==> src/rtl/c8f_pkg.sv <==
package c8f_pkg;

  localparam int STACK_DEPTH = 16;
  localparam int SP_W        = (STACK_DEPTH > 1) ? $clog2(STACK_DEPTH) : 1;
  localparam int LVL_W       = $clog2(STACK_DEPTH + 1);

  localparam int NUM_REGS = 16;
  localparam int REG_AW   = 4;
  localparam int REG_W    = 8;
  localparam int PC_W     = 12;
  localparam int OP_W     = 16;

  localparam logic [3:0] GRP_SYS    = 4'h0;
  localparam logic [3:0] GRP_JP     = 4'h1;
  localparam logic [3:0] GRP_CALL   = 4'h2;
  localparam logic [3:0] GRP_SE     = 4'h3;
  localparam logic [3:0] GRP_SNE    = 4'h4;
  localparam logic [3:0] GRP_SE_REG = 4'h5;
  localparam logic [3:0] GRP_LD     = 4'h6;
  localparam logic [3:0] GRP_ADD    = 4'h7;

  localparam logic [OP_W-1:0] OP_CLS = 16'h00E0;
  localparam logic [OP_W-1:0] OP_RET = 16'h00EE;

  typedef enum logic [1:0] {
    ST_OK     = 2'd0,
    ST_OVER   = 2'd1,
    ST_UNDER  = 2'd2,
    ST_UNIMPL = 2'd3
  } status_t;

  typedef struct packed {
    logic              en;
    logic [REG_AW-1:0] addr;
    logic [REG_W-1:0]  data;
  } rf_wr_t;

endpackage

==> src/rtl/c8f_regfile.sv <==
module c8f_regfile import c8f_pkg::*; (
  input  logic              clk,
  input  logic              rst_n,
  input  logic              rd_en,
  input  logic [REG_AW-1:0] rd_x_addr,
  input  logic [REG_AW-1:0] rd_y_addr,
  input  rf_wr_t            wr,
  output logic [REG_W-1:0]  x_data,
  output logic [REG_W-1:0]  y_data
);

  logic [REG_W-1:0]  mem [NUM_REGS];
  logic              vld_r [NUM_REGS];
  logic [REG_W-1:0]  rd_x_r, rd_y_r;
  logic [REG_AW-1:0] rd_x_addr_r, rd_y_addr_r;
  rf_wr_t            wb_r;

  // unwritten entries read as zero
  always_ff @(posedge clk) begin
    if (rd_en) begin
      rd_x_r      <= vld_r[rd_x_addr] ? mem[rd_x_addr] : '0;
      rd_y_r      <= vld_r[rd_y_addr] ? mem[rd_y_addr] : '0;
      rd_x_addr_r <= rd_x_addr;
      rd_y_addr_r <= rd_y_addr;
    end
    if (wr.en) begin
      mem[wr.addr] <= wr.data;
    end
  end

  always_ff @(posedge clk) begin
    if (!rst_n) begin
      for (int i = 0; i < NUM_REGS; i++) begin
        vld_r[i] <= 1'b0;
      end
      wb_r.en <= 1'b0;
    end else if (wr.en) begin
      vld_r[wr.addr] <= 1'b1;
      wb_r           <= wr;
    end
  end

  // the latest write wins over a read that saw the old contents
  assign x_data = (wb_r.en && wb_r.addr == rd_x_addr_r) ? wb_r.data : rd_x_r;
  assign y_data = (wb_r.en && wb_r.addr == rd_y_addr_r) ? wb_r.data : rd_y_r;

endmodule

==> src/rtl/chip8_flow_and_register_ops.sv <==
// Execute stage for CHIP-8 opcode groups 0 to 7.
// Input channel: in_instruction with in_pc_now (already advanced past the
// opcode); a transfer happens when in_valid is high and in_stall is low.
// Result channel: out_next_pc, out_clear_screen, out_vx_value, out_status;
// a transfer happens when out_valid is high and out_stall is low.
// The instruction is held in the execute stage register and its result
// then in the output register, which drives out_valid. One instruction
// is taken every cycle while the receiver does not stall; the register
// file and return stack memories are read in the transfer cycle and
// written back as the instruction leaves execute, with the last write
// forwarded to a read of the same entry. While the receiver stalls,
// the output register holds its result. An empty execute stage still
// takes one more; when both are full, in_stall equals out_stall.
// Reset clears the sixteen data registers (through valid bits) and empties
// the return stack; no clearing pass is needed, the block takes input in
// the first cycle after reset.
module chip8_flow_and_register_ops import c8f_pkg::*; (
  input  logic            clk,
  input  logic            rst_n,
  input  logic            in_valid,
  output logic            in_stall,
  input  logic [OP_W-1:0] in_instruction,
  input  logic [PC_W-1:0] in_pc_now,
  output logic            out_valid,
  input  logic            out_stall,
  output logic [PC_W-1:0] out_next_pc,
  output logic            out_clear_screen,
  output logic [REG_W-1:0] out_vx_value,
  output logic [1:0]      out_status
);

  // handshake
  logic accept, out_free, s1_adv;

  // execute stage
  logic             s1_valid_r;
  logic [OP_W-1:0]  s1_op_r;
  logic [PC_W-1:0]  s1_pc_r;

  // register file
  rf_wr_t           rf_wr;
  logic [REG_W-1:0] x_data, y_data;

  // return stack
  logic [PC_W-1:0]  stk_mem [STACK_DEPTH];
  logic [PC_W-1:0]  stk_rd_r;
  logic [SP_W-1:0]  stk_rd_addr_r;
  logic             stk_wb_vld_r;
  logic [SP_W-1:0]  stk_wb_addr_r;
  logic [PC_W-1:0]  stk_wb_data_r;
  logic [PC_W-1:0]  stk_data;
  logic [LVL_W-1:0] lvl_r, lvl_nxt, lvl_eff, lvl_dec;
  logic [SP_W-1:0]  stk_rd_addr;
  logic             push;

  // result computation
  logic [3:0]       grp;
  logic [PC_W-1:0]  skip_pc;
  logic [PC_W-1:0]  next_pc;
  logic             clr;
  status_t          status;
  logic [REG_W-1:0] vx_new;

  // output register
  logic             out_valid_r;
  logic [PC_W-1:0]  out_next_pc_r;
  logic             out_clear_r;
  logic [REG_W-1:0] out_vx_r;
  status_t          out_status_r;

  assign out_free = !out_valid_r || !out_stall;
  assign s1_adv   = s1_valid_r && out_free;
  assign in_stall = s1_valid_r && !out_free;
  assign accept   = in_valid && !in_stall;

  c8f_regfile u_regfile (
    .clk       (clk),
    .rst_n     (rst_n),
    .rd_en     (accept),
    .rd_x_addr (in_instruction[11:8]),
    .rd_y_addr (in_instruction[7:4]),
    .wr        (rf_wr),
    .x_data    (x_data),
    .y_data    (y_data)
  );

  // stack pointer seen by the incoming instruction includes the
  // update of the instruction that leaves execute in this cycle
  assign lvl_eff     = s1_adv ? lvl_nxt : lvl_r;
  assign lvl_dec     = lvl_eff - LVL_W'(1);
  assign stk_rd_addr = lvl_dec[SP_W-1:0];

  always_ff @(posedge clk) begin
    if (accept && lvl_eff != '0) begin
      stk_rd_r <= stk_mem[stk_rd_addr];
    end
    if (accept) begin
      stk_rd_addr_r <= stk_rd_addr;
    end
    if (s1_adv && push) begin
      stk_mem[lvl_r[SP_W-1:0]] <= s1_pc_r;
    end
  end

  always_ff @(posedge clk) begin
    if (!rst_n) begin
      stk_wb_vld_r <= 1'b0;
    end else if (s1_adv && push) begin
      stk_wb_vld_r  <= 1'b1;
      stk_wb_addr_r <= lvl_r[SP_W-1:0];
      stk_wb_data_r <= s1_pc_r;
    end
  end

  // forward a push that landed in the same cycle as the read
  assign stk_data = (stk_wb_vld_r && stk_wb_addr_r == stk_rd_addr_r) ?
                    stk_wb_data_r : stk_rd_r;

  // decode and execute
  assign grp     = s1_op_r[15:12];
  assign skip_pc = s1_pc_r + PC_W'(2);

  always_comb begin
    next_pc = s1_pc_r;
    clr     = 1'b0;
    status  = ST_OK;
    vx_new  = x_data;
    rf_wr.en   = 1'b0;
    rf_wr.addr = s1_op_r[11:8];
    rf_wr.data = '0;
    push    = 1'b0;
    lvl_nxt = lvl_r;
    case (grp)
      GRP_SYS: begin
        if (s1_op_r == OP_CLS) begin
          clr = 1'b1;
        end else if (s1_op_r == OP_RET) begin
          if (lvl_r == '0) begin
            status = ST_UNDER;
          end else begin
            next_pc = stk_data;
            lvl_nxt = lvl_r - LVL_W'(1);
          end
        end else begin
          status = ST_UNIMPL;
        end
      end
      GRP_JP: begin
        next_pc = s1_op_r[11:0];
      end
      GRP_CALL: begin
        if (lvl_r == LVL_W'(STACK_DEPTH)) begin
          status = ST_OVER;
        end else begin
          push    = 1'b1;
          next_pc = s1_op_r[11:0];
          lvl_nxt = lvl_r + LVL_W'(1);
        end
      end
      GRP_SE: begin
        if (x_data == s1_op_r[7:0]) next_pc = skip_pc;
      end
      GRP_SNE: begin
        if (x_data != s1_op_r[7:0]) next_pc = skip_pc;
      end
      GRP_SE_REG: begin
        if (x_data == y_data) next_pc = skip_pc;
      end
      GRP_LD: begin
        vx_new   = s1_op_r[7:0];
        rf_wr.en = s1_adv;
      end
      GRP_ADD: begin
        vx_new   = x_data + s1_op_r[7:0];
        rf_wr.en = s1_adv;
      end
      default: begin
        status = ST_UNIMPL;
      end
    endcase
    rf_wr.data = vx_new;
  end

  // execute stage: load on transfer, drop when the result moves on
  always_ff @(posedge clk) begin
    if (!rst_n) begin
      s1_valid_r <= 1'b0;
      lvl_r      <= '0;
    end else begin
      if (accept) begin
        s1_valid_r <= 1'b1;
      end else if (s1_adv) begin
        s1_valid_r <= 1'b0;
      end
      if (s1_adv) begin
        lvl_r <= lvl_nxt;
      end
    end
  end

  always_ff @(posedge clk) begin
    if (accept) begin
      s1_op_r <= in_instruction;
      s1_pc_r <= in_pc_now;
    end
  end

  // output register: hold while the receiver stalls
  always_ff @(posedge clk) begin
    if (!rst_n) begin
      out_valid_r <= 1'b0;
    end else if (out_free) begin
      out_valid_r <= s1_valid_r;
    end
  end

  always_ff @(posedge clk) begin
    if (s1_adv) begin
      out_next_pc_r <= next_pc;
      out_clear_r   <= clr;
      out_vx_r      <= vx_new;
      out_status_r  <= status;
    end
  end

  assign out_valid        = out_valid_r;
  assign out_next_pc      = out_next_pc_r;
  assign out_clear_screen = out_clear_r;
  assign out_vx_value     = out_vx_r;
  assign out_status       = out_status_r;

endmodule
==> config.mk <==
export PLATFORM = sky130hd
export DESIGN_NAME = chip8_flow_and_register_ops
export DESIGN_NICKNAME = d
export VERILOG_FILES = /design/src/rtl/c8f_pkg.sv /design/src/rtl/c8f_regfile.sv /design/src/rtl/chip8_flow_and_register_ops.sv
export SDC_FILE = /design/constraint.sdc
export NUM_CORES = 1
export LEC_CHECK = 0
export ABC_AREA = 0
export BUFFER_PORTS_ARGS = -buffer_cell sky130_fd_sc_hd__buf_2
export CORE_MARGIN = 4
export CORE_UTILIZATION = 25
export DETAILED_ROUTE_END_ITERATION = 6
export GPL_ROUTABILITY_DRIVEN = 0
export REMOVE_ABC_BUFFERS = 1
export SLEW_MARGIN = 10
export SYNTH_ARGS = -nofsm -noshare
export SYNTH_HDL_FRONTEND = slang
export SYNTH_HIERARCHICAL = 1
export SYNTH_SLANG_ARGS = --single-unit
==> constraint.sdc <==
create_clock -name clk -period 5.5 [get_ports clk]
set_clock_uncertainty 0.2 [all_clocks]
set_input_delay 1.1 -clock clk [delete_from_list [all_inputs] [get_ports clk]]
set_output_delay 1.1 -clock clk [all_outputs]
set_load 0.1 [all_outputs]
==> parameters.txt, run 1 <==
Parameter                              Value

Outcome
  Run status    finished clean

Power
  Sum of internal, switching and leakage power    7.17 mW
  Power density over the cells    just over 300 mW/mm²
  Static power due to leakage    7.30 nW
  Worst voltage drop across the vdd grid    225 µV

Worst hold path
  Launch instance of the worst min-delay path    u_regfile/vld_r[0]$_DFF_P_
  Hold Crit Class    register to register

Logic synthesis
  Mux contribution to synthesized area    16.8%
  Most area-consuming cells after synthesis    edfxtp_1, mux4_2, dfxtp_1
  Post-synthesis sequential area ratio    about two thirds
  Synthesis Warnings    6
  Simple-gate area share of the yosys netlist    5.11%
  Async set-reset flop share out of synthesis    0%
  Cell count after synthesis    1103
  Adder and majority cell fraction of the synthesized area    1.04%
  Most instantiated flip-flop cell in the synthesis netlist    edfxtp_1
  Xor/xnor share of the synthesized area    roughly 1.4%
  Synthesized cell area    0.0200 mm²
  Cell taking the most area after synthesis    edfxtp_1
  Post-synthesis area per instance    18.2 µm²
  Portion of synthesized cell area occupied by the leading cell type    65.8%
  Post-synth EDFFs    439
  Largest family of logic cells by synthesized area    multiplexers
  Unique cell type count in the Yosys netlist    75
  Total of flip-flops plus latches after synthesis    464
  Compound-gate portion of the synthesized area    5.75%

Floorplan
  Total die area    0.0847 mm²
  Boundary Pins    57
  Initial standard-cell utilization of the core    25.3%
  Die Height    291 µm
  Placement row count    103
  Core Area    0.0791 mm²
  Horiz. Die Dim    291 µm

STA
  Total of endpoints with negative setup slack in the final report    0
  Final Hold Vio Count    0
  Tightest Pin Transition    1.21 ns
  Headroom to the max-slew limit    18.9%
  Max Fclk    approximately 0.22 GHz
  Post-route fraction of the period consumed by the critical path    83.6%
  Max-slew violation total from the final report    0
  Hold slack final    around 0.28 ns
  Min Tclk post-route    4.60 ns
  RSZ-0062 raised after global routing    no

GRT
  Total congestion overflow after global routing    0
  Vias in the first global route    10900
  Global router's overall resource usage    11.7%
  Antenna violations before repair    1
  Maximum number of pins on one net before global-route repair    32
  Wire length of the first global-routing pass    74700 µm

Clocking
  Clock transition at the register clock pins on the worst setup and hold paths after CTS    0.07 ns
  Cell at the root of the clock tree    clkbuf_16
  Clk Latency, worst-skew pair    0.55 ns
  Max Root-Sink Buffers    3
  CTS sink count    464
  Quantity of gates resized following cts    0
  Hold bufs inserted after CTS    0
  Number of setup buffers added after CTS    0
  H-tree level count    2
  Clock buffers created by TritonCTS    44
  CTS tree    built

Worst setup path
  Largest delay share family, worst path    compound AO/OA/AOI/OAI gates
  Data arrival time of the critical path    4.58 ns
  Critical path cell sequence    xor2_1 -> nor4_4 -> buf_4 -> mux2_2 -> ha_1 -> fa_1 -> a21o_1 -> a21oi_1 -> o21bai_1 -> a21oi_1 -> xnor2_1 -> mux2i_1 -> o21ai_1
  Count of buffering cells on the critical path with inverters included    1
  Kind of end point of the critical path    register
  Critical Path Start Type    register
  Max Fanout on Critical Path    18
  Cell occurring most often along the worst timing path    a21oi_1
  Critical Path Slowest Stage Cell    o21ai_1
  Data required time of the critical path    roughly 5.5 ns
  Highest cell delay on the worst timing path    0.95 ns
  CP Class    register to register
  CP startpoint    u_regfile/wb_r[11]$_DFFE_PP_
  Launch instance of the worst register-to-register path    u_regfile/wb_r[11]$_DFFE_PP_

Routing
  Total length of routed wires    51100 µm
  Count of vias placed by the detailed router    11000
  Initial DRC Count    1132
  Detailed-route DRC error count    0
  Drt wl/cell    22.5 µm
  Detailed Routing Iterations Pass 1    5
  ANT nets after route    0
  Via/cell ratio    approximately 4.8

Flow run
  Max-capacitance violation count    0

Placement
  Instance count after placement with tap cells included    2199
  Count of input and output buffers    56
  HPWL Detailed    33500 µm
  Post-Place Cell Area    0.0217 mm²

Final layout
  Final instance count without filler cells    2272
  Layout Area Growth over Synthesis    14.9%
  Multi-input gate area in the final layout    0.00609 mm²
  Finished Cell Area    0.0230 mm²
  Filler cells    ~8000
  Register Area    0.0137 mm²
  Post-layout util    29.1%
  Fin nets    1243
  Share of final-layout standard cells stronger than drive strength 1    28.0%
  Number of antenna repair diodes    0
-- layout make-up --
class                      instances  area share, %
sequential                       464           59.5
clock buffer                      52           4.92
timing repair buffer             101           2.69
inverter                          13          0.217
multi-input combinational        571           26.5
clock inverter                    21          0.549
tap                             1050           5.71
-- cells in the mapped netlist (all sizes together) (4+ instances only) --
master  number
a22oi       36
o21a        23
nor2b        9
o211ai       5
edfxtp     439
o21ai       31
xnor2       11
dfxtp       25
inv         13
mux2        17
buf         23
xor2        19
nand2       42
nand2b       9
a21oi       30
clkbuf      32
and2         7
nor4         9
ha          15
a21o         4
nand3       17
a22o         4
mux4       132
mux2i       19
nor2        49
o21bai       4
and3         9
nor3        22
-- cell families (layout without fill, tap and decap cells) --
family,count (synthesis),after routing
AOI/OAI and AO/OA,166,166
xor gates and xnor gates,30,30
adders and majority gates,16,16
buffers and inverters,68,187
DFF,464,464
muxes,168,168
and+or+nand+nor,191,191
-- registers in the layout, indices dropped and copies added, names as in the netlist, 2 cells and up --
register / cells
stk_wb_addr_r: 4
lvl_r: 5
u_regfile/rd_y_r: 8
u_regfile/mem: 128
s1_op_r: 16
u_regfile/rd_y_addr_r: 4
out_next_pc: 12
stk_wb_data_r: 12
out_vx_value: 8
stk_rd_r: 12
stk_rd_addr_r: 4
u_regfile/wb_r: 13
out_status: 2
u_regfile/rd_x_addr_r: 4
u_regfile/rd_x_r: 8
s1_pc_r: 12
stk_mem: 192
u_regfile/vld_r: 16
-- where the power goes --
group | internal (mW) | switching [mW] | total (mW)
sequential | 3.91 | 0.0592 | 3.97
combinational | 0.159 | 0.286 | 0.445
clock | 1.47 | 1.28 | 2.75
-- routing by layer --
metal	GRT usage [%]	vias up	routed length [µm]
met2	19.0	499	24600
met5	0	-	0
met3	2.72	50	4490
met4	1.72	0	556
met1	16.4	5699	21500
li1	-	4718	-
-- layout by cell type, fill, tap and decap left out, types with 4 or more instances in the layout --
cell       netlist  final
a21o_1           4      4
a21oi_1         27     27
a22o_1           4      4
a22oi_1         36     36
and2_1           7      7
and3_1           9      9
buf_2            8     56
buf_4            6     45
clkbuf_1        32      8
clkbuf_16        0     44
clkinv_1         0      8
clkinv_2         0      7
dfxtp_1         25     25
edfxtp_1       439    439
ha_1            15     15
inv_1           12     10
mux2_2          17     17
mux2i_1         19     19
mux4_2         132    132
nand2_1         41     41
nand2b_1         9      9
nand3_1         17     17
nor2_1          47     46
nor2b_1          9      9
nor3_1          20     17
nor3_2           2      4
nor4_2           0      4
o211ai_1         5      5
o21a_1          23     23
o21ai_0         28     21
o21ai_1          2      8
o21bai_1         4      4
xnor2_1          9      8
xor2_1          19     19
-- metrics by stage --
stage / TNS, ns / setup slack [ns]
2_1_floorplan: -7.14 / -0.595
3_3_place_gp: 0 / 0.819
3_5_place_dp: 0 / 0.706
4_1_cts: 0 / 0.889
5_1_grt: 0 / 0.656
6_report: 0 / 0.903
-- worst register-to-register path, delay by kind of cell (launching register included) --
family / cells / cell delay [ns]
fa+ha+maj: 2 / 0.66
buf+inv: 1 / 0.22
mux: 2 / 0.48
xor+xnor: 2 / 0.33
compound gates: 5 / 1.63
flops: 1 / 0.42
simple gates: 1 / 0.29
-- final timing paths --
check | to | cells past startpoint | slack (ns)
setup / recovery | u_regfile/mem[3][6]$_DFFE_PP_ | 13 | 0.90
hold / removal | u_regfile/vld_r[0]$_DFF_P_ | 1 | 0.28
setup reg to reg | u_regfile/mem[3][6]$_DFFE_PP_ | 13 | 0.90
hold reg to reg | u_regfile/vld_r[0]$_DFF_P_ | 1 | 0.28
No activity file was read; power rests on OpenSTA's default activity.
==> run 2: changes to the inputs <==
- ABC_AREA: 0 -> 1
- clock period: 5.5 -> 3.9 ns (I/O delays scaled with it)
==> run 2 against run 1 <==
Net effect: via count up 64%; sequential power up 41%; setup slack got worse by 0.57 ns; combinational power increased by 100%; cell area grew 15%; count of clock-buffer cells in the layout increased by 4; synthesized cell count is 120% higher; wire length is 39% higher; first-iteration DRC count increased by 71%; largest cell class unchanged.
==> parameters.txt, run 2 <==
Parameter                              Value

Outcome
  Run status    finished clean

Clocking
  H-tree level count    2 (unchanged)
  Clock buffers created by TritonCTS    49 (+11%)
  CTS tree    built
  Max Root-Sink Buffers    3 (unchanged)
  Clock transition at the register clock pins on the worst setup and hold paths after CTS    0.06 ns (about the same)
  Clk Latency, worst-skew pair    0.62 ns (+0.07 ns)
  Hold bufs inserted after CTS    0 (unchanged)
  CTS sink count    464 (unchanged)
  Cell at the root of the clock tree    clkbuf_16

Final layout
  Commonest cells after routing, fill and taps aside    nand2_1, nand3_1, edfxtp_1, inv_1, nor2_1
  Share of final-layout standard cells stronger than drive strength 1    10.6% (-17 points)
  Flip-flop count of the largest register after layout    192 (unchanged)
  Post-layout util    29.4% (+0.28 points)
  Most common cell after layout, fill and taps aside    nand2_1
  Finished Cell Area    0.0266 mm² (+15%)
  Layout Area Growth over Synthesis    15.9%
  Fin nets    2621 (+110%)
  Number of antenna repair diodes    0 (unchanged)

Logic synthesis
  Post-synthesis sequential area ratio    59.7% (-8.6 points)
  Most instantiated flip-flop cell in the synthesis netlist    edfxtp_1
  Cell taking the most area after synthesis    edfxtp_1
  Top post-synthesis cells by count    nand2_1, nand3_1, edfxtp_1
  Xor/xnor share of the synthesized area    0.726% (-0.66 points)
  Post-synth EDFFs    439 (unchanged)
  Unique cell type count in the Yosys netlist    40 (-47%)
  Cell count after synthesis    2476 (+120%)
  Simple-gate area share of the yosys netlist    26.6% (+22 points)
  Synthesis Warnings    6 (unchanged)
  Total of flip-flops plus latches after synthesis    464 (unchanged)
  Largest family of logic cells by synthesized area    simple AND/OR/NAND/NOR gates
  Adder and majority cell fraction of the synthesized area    0.906% (-0.13 points)
  Compound-gate portion of the synthesized area    2.57% (-3.2 points)
  Most area-consuming cells after synthesis    edfxtp_1, nand3_1, nand2_1
  Synthesized cell area    0.0229 mm² (+14%)
  Portion of synthesized cell area occupied by the leading cell type    57.5% (-8.3 points)
  Post-synthesis area per instance    9.25 µm² (-49%)
  Library cell with the highest instance count after synthesis    nand2_1
  Mux contribution to synthesized area    0.131% (-17 points)
  Async set-reset flop share out of synthesis    0% (unchanged)

GRT
  Total congestion overflow after global routing    0 (unchanged)
  Vias in the first global route    16600 (+52%)
  Antenna violations before repair    1 (unchanged)
  Global router's overall resource usage    14.0% (+2.3 points)
  Maximum number of pins on one net before global-route repair    102 (+220%)
  Wire length of the first global-routing pass    104000 µm (+40%)

Floorplan
  Boundary Pins    57 (unchanged)
  Initial standard-cell utilization of the core    25.3% (+0.035 points)
  Core Area    0.0904 mm² (+14%)
  Total die area    0.0966 mm² (+14%)
  Placement row count    110 (+6.8%)
  Horiz. Die Dim    311 µm (+6.8%)
  Die Height    311 µm (+6.8%)

Worst setup path
  CP Class    register to register
  Reg-to-reg setup timing slack    0.33 ns (-0.57 ns)
  Data arrival time of the critical path    3.72 ns (-0.86 ns)
  Critical Path Start Type    register
  Number of cells on the worst reg-to-reg path    15 (+2)
  Launch instance of the worst register-to-register path    lvl_r[0]$_SDFF_PN0_
  Data required time of the critical path    4.06 ns (-1.42 ns)
  CP startpoint    lvl_r[0]$_SDFF_PN0_
  Kind of end point of the critical path    register
  Max Fanout on Critical Path    49 (+31)
  Endpoint of the worst-slack reg-to-reg timing path    stk_rd_r[10]$_DFFE_PP_
  Worst Setup EP    stk_rd_r[10]$_DFFE_PP_

Routing
  Wire length on met3    6580 µm (+47%)
  Via/cell ratio    4.74 (-1.9%)
  Drt wl/cell    18.7 µm (-17%)
  Initial DRC Count    1940 (+71%)
  Top Metal Used    met4
  Amount of wire on met2 after detailed routing    32300 µm (+31%)
  Count of vias placed by the detailed router    18000 (+64%)
  Detailed Routing Iterations Pass 1    6 (+1)
  Total length of routed wires    70800 µm (+39%)
  ANT nets after route    0 (unchanged)
  Detailed-routing wirelength on met1    29500 µm (+37%)
  Detailed-route DRC error count    0 (unchanged)

Placement
  Count of input and output buffers    56 (unchanged)
  HPWL Detailed    43700 µm (+30%)
  Post-Place Cell Area    0.0250 mm² (+15%)

STA
  Max-slew violation total from the final report    0 (unchanged)
  Headroom to the max-slew limit    35.8% (+17 points)
  Post-route fraction of the period consumed by the critical path    91.4% (+7.9 points)
  Min Tclk post-route    3.57 ns (-1.03 ns)
  Final Hold Vio Count    0 (unchanged)
  Total of endpoints with negative setup slack in the final report    0 (unchanged)
  Hold slack final    0.136 ns (-0.148 ns)
  Tightest Pin Transition    0.963 ns (-0.246 ns)
  RSZ-0062 raised after global routing    no
  Max Fclk    0.280 GHz (+29%)

Power
  Worst voltage drop across the vdd grid    349 µV (+55%)
  Power density over the cells    421 mW/mm² (+35%)
  Static power due to leakage    11.1 nW (+52%)
  Sum of internal, switching and leakage power    11.2 mW (+56%)

Worst hold path
  Hold Crit Class    input pin to register

Flow run
  Max-capacitance violation count    0 (unchanged)
## run 2: cell types whose count changed in the layout (fill, tap and decap cells not counted), sizes merged, moves of 14 or more
cell    change
nand2     +579
nand3     +505
inv       +389
mux4      -132
nor2       +81
buf        +58
nand3b     +49
a22oi      -31
o21ai      +29
o21a       -20
mux2       -17
mux2i      -16
a21oi      -14
nand4      +14
## run 2: layer usage
metal	GRT usage [%]	up-vias
li1	-	8396
met1	18.7	8604
met2	22.4	795
met3	3.10	156
met4	5.15	0
met5	0	-
## run 2: metrics by stage
stage,cells,setup TNS (ns),setup slack [ns]
2_1_floorplan,2363,-71.24,-2.88
3_3_place_gp,3698,0,0.329
3_5_place_dp,3698,0,0.340
4_1_cts,3790,0,0.372
5_1_grt,3790,0,0.0213
6_report,3790,0,0.334
## run 2: cell type report
class / instances / area, µm²
Tap cell: 1176 / 1470
Clock inverter: 36 / 323
Sequential cell: 464 / 13700
Timing Repair Buffer: 159 / 1180
Multi-Input combinational cell: 1498 / 7130
Fill cell: 9371 / 63900
Clock buffer: 56 / 1250
Inverter: 401 / 1520
## run 2: worst min-delay path by stage
stage                                          from                               to  slack, ns  cells after the start
finish                                 in_pc_now[4]             s1_pc_r[4]$_DFFE_PP_       0.14                      1
global route                           in_pc_now[3]             s1_pc_r[3]$_DFFE_PP_       0.11                      1
CTS                                    in_pc_now[3]             s1_pc_r[3]$_DFFE_PP_       0.09                      1
detailed placement       u_regfile/vld_r[2]$_DFF_P_       u_regfile/vld_r[2]$_DFF_P_       0.26                      2
global placement         u_regfile/vld_r[2]$_DFF_P_       u_regfile/vld_r[2]$_DFF_P_       0.25                      2
floorplan           u_regfile/wb_r[12]$_SDFFE_PN0P_  u_regfile/wb_r[12]$_SDFFE_PN0P_       0.23                      2
## run 2: worst max-delay path: stages, from the launching register on
cell	delay, ns
dfxtp_1	0.42
inv_1	0.16
ha_1	0.30
nand3_2	0.15
nand3_2	0.27
inv_4	0.22
o21ai_1	0.09
nand2_1	0.11
inv_1	0.09
ha_2	0.44
clkinv_1	0.14
buf_12	0.21
nand3_1	0.11
nand3_1	0.16
nand3_1	0.13
nand2_1	0.07
## run 2: kinds of logic (layout without fill, tap and decap cells)
| kind of cell | Yosys count | count (layout) |
|---|---|---|
| adder cells (fa/ha/maj) | 16 | 16 |
| AO/OA/AOI/OAI | 103 | 103 |
| buffers and inverters | 514 | 652 |
| AND/OR/NAND/NOR | 1357 | 1357 |
| flip-flops | 464 | 464 |
| multiplexers | 3 | 3 |
| XOR/XNOR | 19 | 19 |
## run 2: timing repair
item | in CTS | in global routing
setup endpoints to repair | 0 | 3
setup buffers | 0 | 0
gates resized for setup | 0 | 1
endpoints found under the hold margin | 0 | 0
## run 2: report_power, final
group | switching [mW] | internal (mW)
Sequential | 0.0579 | 5.55
Clock | 2.07 | 2.60
Combinational | 0.667 | 0.225
